==> config.mk <==
export PLATFORM = sky130hd
export DESIGN_NAME = fspu_ctrl
export DESIGN_NICKNAME = d
export VERILOG_FILES = /design/src/hw/rtl/fspu_pkg.sv /design/src/hw/rtl/fspu_ctrl.sv
export SDC_FILE = /design/constraint.sdc
export NUM_CORES = 1
export LEC_CHECK = 0
export ABC_AREA = 0
export BUFFER_PORTS_ARGS = -buffer_cell sky130_fd_sc_hd__buf_4
export CAP_MARGIN = 20
export CELL_PAD_IN_SITES_DETAIL_PLACEMENT = 1
export CELL_PAD_IN_SITES_GLOBAL_PLACEMENT = 2
export CORE_AREA = 2 2 39 41
export CTS_CLUSTER_DIAMETER = 40
export DETAILED_ROUTE_END_ITERATION = 10
export DIE_AREA = 0 0 41 43
export PLACE_DENSITY_LB_ADDON = 0.12
export SYNTH_ARGS = -nofsm -noshare
export SYNTH_HDL_FRONTEND = slang
export SYNTH_SLANG_ARGS = --single-unit
export TNS_END_PERCENT = 30
==> constraint.sdc <==
create_clock -name clk -period 1.75 [get_ports clk]
set_input_delay 0.175 -clock clk [delete_from_list [all_inputs] [get_ports clk]]
set_output_delay 0.175 -clock clk [all_outputs]
set_load 0.01 [all_outputs]
==> src/hw/rtl/fspu_pkg.sv <==
package fspu_pkg;

  localparam logic [4:0] FN_PUSH_D = 5'd0;
  localparam logic [4:0] FN_PUSH_R = 5'd1;
  localparam logic [4:0] FN_WR_CODE = 5'd2;
  localparam logic [4:0] FN_WR_STR = 5'd3;
  localparam logic [4:0] FN_ADD = 5'd4;
  localparam logic [4:0] FN_SUB = 5'd5;
  localparam logic [4:0] FN_MUL = 5'd6;
  localparam logic [4:0] FN_PRINT = 5'd7;
  localparam logic [4:0] FN_LIT = 5'd8;
  localparam logic [4:0] FN_FIN = 5'd9;
  localparam logic [4:0] FN_IF = 5'd10;
  localparam logic [4:0] FN_ELSE = 5'd11;
  localparam logic [4:0] FN_EQUAL = 5'd12;
  localparam logic [4:0] FN_DUP = 5'd13;
  localparam logic [4:0] FN_DROP = 5'd14;
  localparam logic [4:0] FN_SWAP = 5'd15;
  localparam logic [4:0] FN_COUNT = 5'd16;

  localparam logic [1:0] ST_OK = 2'd0;
  localparam logic [1:0] ST_DUNDER = 2'd1;
  localparam logic [1:0] ST_RUNDER = 2'd2;
  localparam logic [1:0] ST_OVF = 2'd3;

  localparam int IN_BITS = 48;
  localparam int OUT_BITS = 48;

  typedef enum logic [2:0] {
    S_IDLE,
    S_READ,
    S_MOD,
    S_EXEC,
    S_WB2
  } state_t;

  typedef struct packed {
    logic load;
    logic mod_start;
    logic mem_go;
    logic exec;
    logic wb2;
  } cmd_t;

  typedef struct packed {
    logic needs_mem;
    logic needs_wb2;
    logic mod_ready;
    logic out_free;
  } sts_t;

endpackage

==> src/hw/rtl/fspu_ctrl.sv <==
module fspu_ctrl (
  input  logic          clk,
  input  logic          rst_n,
  input  logic          in_tvalid,
  output logic          in_tready,
  input  fspu_pkg::sts_t sts,
  output fspu_pkg::cmd_t cmd
);

  fspu_pkg::state_t state_r, state_nxt;

  always_ff @(posedge clk) begin
    if (!rst_n) begin
      state_r <= fspu_pkg::S_IDLE;
    end else begin
      state_r <= state_nxt;
    end
  end

  always_comb begin
    state_nxt = state_r;
    cmd       = '0;
    in_tready = 1'b0;
    case (state_r)
      fspu_pkg::S_IDLE: begin
        in_tready = 1'b1;
        if (in_tvalid) begin
          cmd.load  = 1'b1;
          state_nxt = fspu_pkg::S_READ;
        end
      end
      fspu_pkg::S_READ: begin
        if (sts.needs_mem) begin
          cmd.mod_start = 1'b1;
          state_nxt     = fspu_pkg::S_MOD;
        end else begin
          state_nxt = fspu_pkg::S_EXEC;
        end
      end
      fspu_pkg::S_MOD: begin
        if (sts.mod_ready) begin
          cmd.mem_go = 1'b1;
          state_nxt  = fspu_pkg::S_EXEC;
        end
      end
      fspu_pkg::S_EXEC: begin
        if (sts.out_free) begin
          cmd.exec  = 1'b1;
          state_nxt = sts.needs_wb2 ? fspu_pkg::S_WB2 : fspu_pkg::S_IDLE;
        end
      end
      fspu_pkg::S_WB2: begin
        cmd.wb2   = 1'b1;
        state_nxt = fspu_pkg::S_IDLE;
      end
      default: begin
        state_nxt = fspu_pkg::S_IDLE;
      end
    endcase
  end

endmodule

==> results.txt <==
* Register with the most flip-flops: state_r
* Detail Route Antenna Nets: 0
- Once detailed placement completed, the half-perimeter wirelength came to 397 um.
* Leakage component of the power: approximately 0.14 nW
* H-tree depth: 1
- The number of max-slew violations in the final report is 0.
- After detailed routing, the average wire length per cell comes to 10.1 um.
* Crit path buf inv count: 2
* Initial antenna violation count: 0
* Std-Cell Core Area: 1380 um2
- First-pass GRT wire length: slightly below 1000 um
- DRT Pass-1 Iters: 2
* Register area share after synthesis: about a third
* Setup violation total in the final timing report: 0
* XOR/XNOR share of the synthesized area: 0%
- The largest registers in the layout are state_r: 3 flops.
* Cell type group with the largest total delay on the critical path: flip-flops
* Chain of cells forming the critical path: inv_1, nor4b_2, buf_4
- Fin. Hold Viols: 0
* Height of the chip: approximately 43 um
* Remaining global-route overflow: 0
- Timing would allow up to 0.735 GHz.
- Kind of end point of the critical path: primary output
- Worst-case headroom to the max-slew limit: 80.3%
* Run status: complete, no violations
- Number of buffers added by the clock tree synthesis step: 3
- Peak per-stage delay on the critical path: 0.43 ns
- The initial utilization of the core area, before any placement, comes to roughly an eighth.
- The final route contains 204 vias.
- Site Rows: 14
- Minimum setup slack after placement: 0.620 ns
- Synthesis inferred 3 register bits.
* Clock tree from TritonCTS: built
- The die covers 1760 um2.
- Time the worst path needs with I/O delays and setup: between 1 and 1.5 ns
- Worst-skew pair later-pin latency: 0.24 ns
- Power per standard cell area: 905 nW/um2
- Number of remaining DRC errors: 0
* Largest family of logic cells by synthesized area: simple AND/OR/NAND/NOR gates
* Max FFs per register: 3
- Setup ws final: 0.390 ns
* Number of port buffers: 12
* Average vias per placed instance: about 4
- Clock-pin slew was measured on the worst setup and hold paths at 0.04 ns.
- Count of instances resized after the clock tree is built: 0
* I/O pin cnt: 13
- After the first detailed-routing iteration, the DRC count stood at 3.
- Across the routed clock network, the largest skew measured is 0.00684 ns.
- Synthesized instance count: 21
- Post-synthesis to final-layout area growth: 69.0%
* Share of cells above drive strength 1: a little over half
* Fraction of the mapped netlist area in simple logic gates: 47.6%
* Number of buffers between clock root and the deepest sink: 2
- Largest fanout on the critical path: 6
- In this run the mean area of a mapped cell was ~8.6 um2.
* Final #Nets: 44
* Type of the setup path with the least slack: flop to primary output
- The number of global-route vias before repair was 236.
* Largest net degree at the start of global routing: 9
* Worst-case hold slack: roughly 0.16 ns
- CTS placed an instance of clkbuf_4 at the clock tree root.
- CP Data Arrival Time: 1.19 ns
* Number of hold buffers added after cts: 0
- Antenna Cells: 0
- STA classifies the critical path startpoint as a flop.
- The number of setup buffers added after CTS is 0.
* Global-route usage over all layers: 8.82%
- Summing the areas of all compound-gate instances in the mapped netlist gives approximately 11% of the synthesized area.
- Maxcap violations: 0
- Share of synthesized cell area in full adder, half adder and majority cells: 0%
* Die Wd: ~41 um
- Path category of the worst min-delay check: input pin to flop
* Ys Warns: 0
* TNS Setup: 0 ns
- Max stage delay cell, worst path: dfxtp_1
- Setup repair after global routing left no endpoint under its margin.
- Count of cell types in the netlist: 16
* Total chip power: approximately 0.28 mW
* Measured slew at the worst slew-check pin: between 0.2 and 0.3 ns
- The clock drives 3 sinks.
- Total wire length: 524 um
* Multiplexer area fraction after synthesis: 0%
- IR analysis of the VDD net gives a maximum drop of 0.000321 V.
* Required time of the critical path: 1.57 ns
- Summing every instance area after synthesis gives 181 um2.
* Nets in the synthesized netlist: 28
- Routability-driven placement finished with a final weighted congestion of 0.651.
- After layout, the worst path uses a little under 80% of the clock period.
[routing by layer]
metal	wire length (um)	up-vias	track usage (%)
li1	-	102	-
met1	202	95	9.27
met2	289	7	11.9
met3	32	0	3.14
met4	0	0	10.0
met5	0	-	0
[kinds of logic (layout without fill, tap and decap cells)]
kind of cell | count (synthesis) | in the layout
flip-flops | 3 | 3
AND/OR/NAND/NOR | 13 | 13
buffers and inverters | 2 | 17
AO/OA/AOI/OAI | 3 | 3
[cell usage in the layout (no fill, tap or decap)]
cell type,count
buf_4,12
clkbuf_4,3
dfxtp_1,3
nor3_1,2
nand2_1,2
o211ai_1,2
inv_1,1
nor4b_2,1
and2_2,1
nand3_2,1
nor2_2,1
nor2_1,1
and2_1,1
nand2b_1,1
a21oi_1,1
nor3b_1,1
and3_1,1
clkbuf_1,1
[final cells by class]
cell class                      count  area, um2
Fill cell                         176       1080
Multi-Input combinational cell     16        106
Timing Repair Buffer               12       90.1
Sequential cell                     3       60.1
Clock buffer                        4       26.3
Tap cell                           16       20.0
Inverter                            1       3.75
[synthesized netlist by cell type]
cell type | number | area (um2)
nor2_1 | 1 | 3.75
nand2b_1 | 1 | 6.26
dfxtp_1 | 3 | 60.1
nand3_2 | 1 | 10.0
nor3_1 | 2 | 10.0
nand2_1 | 2 | 7.51
nor3b_1 | 1 | 7.51
buf_6 | 1 | 11.3
o211ai_1 | 2 | 15.0
and2_1 | 1 | 6.26
a21oi_1 | 1 | 5.00
inv_1 | 1 | 3.75
and3_1 | 1 | 6.26
and2_2 | 1 | 7.51
nor4b_2 | 1 | 15.0
nor2_2 | 1 | 6.26
[final timing paths]
kind	startpoint	cells past startpoint	slack [ns]	endpoint
worst max-delay path	state_r[1]	3	0.39	cmd[2]
worst min-delay path	sts[2]	2	0.16	state_r[2]
worst max register to register	state_r[0]	3	0.80	state_r[2]
worst min register to register	state_r[1]	2	0.57	state_r[0]
[power by group]
group	internal, mW	leakage (nW)	switching (mW)	total [mW]
Clock	0.0859	0.0150	0.0418	0.128
Combinational	0.0358	0.0975	0.0260	0.0618
Sequential	0.0751	0.0247	0.0129	0.0880
Total	0.197	0.137	0.0807	0.277
[metrics by stage]
step	area, um2	instances	util [%]
6_report	307	52	22.2
4_1_cts	307	52	22.2
5_1_grt	307	52	22.2
2_1_floorplan	181	21	-
3_3_place_gp	280	48	20.3
3_5_place_dp	280	48	20.3
No activity file was read; power rests on OpenSTA's default activity.
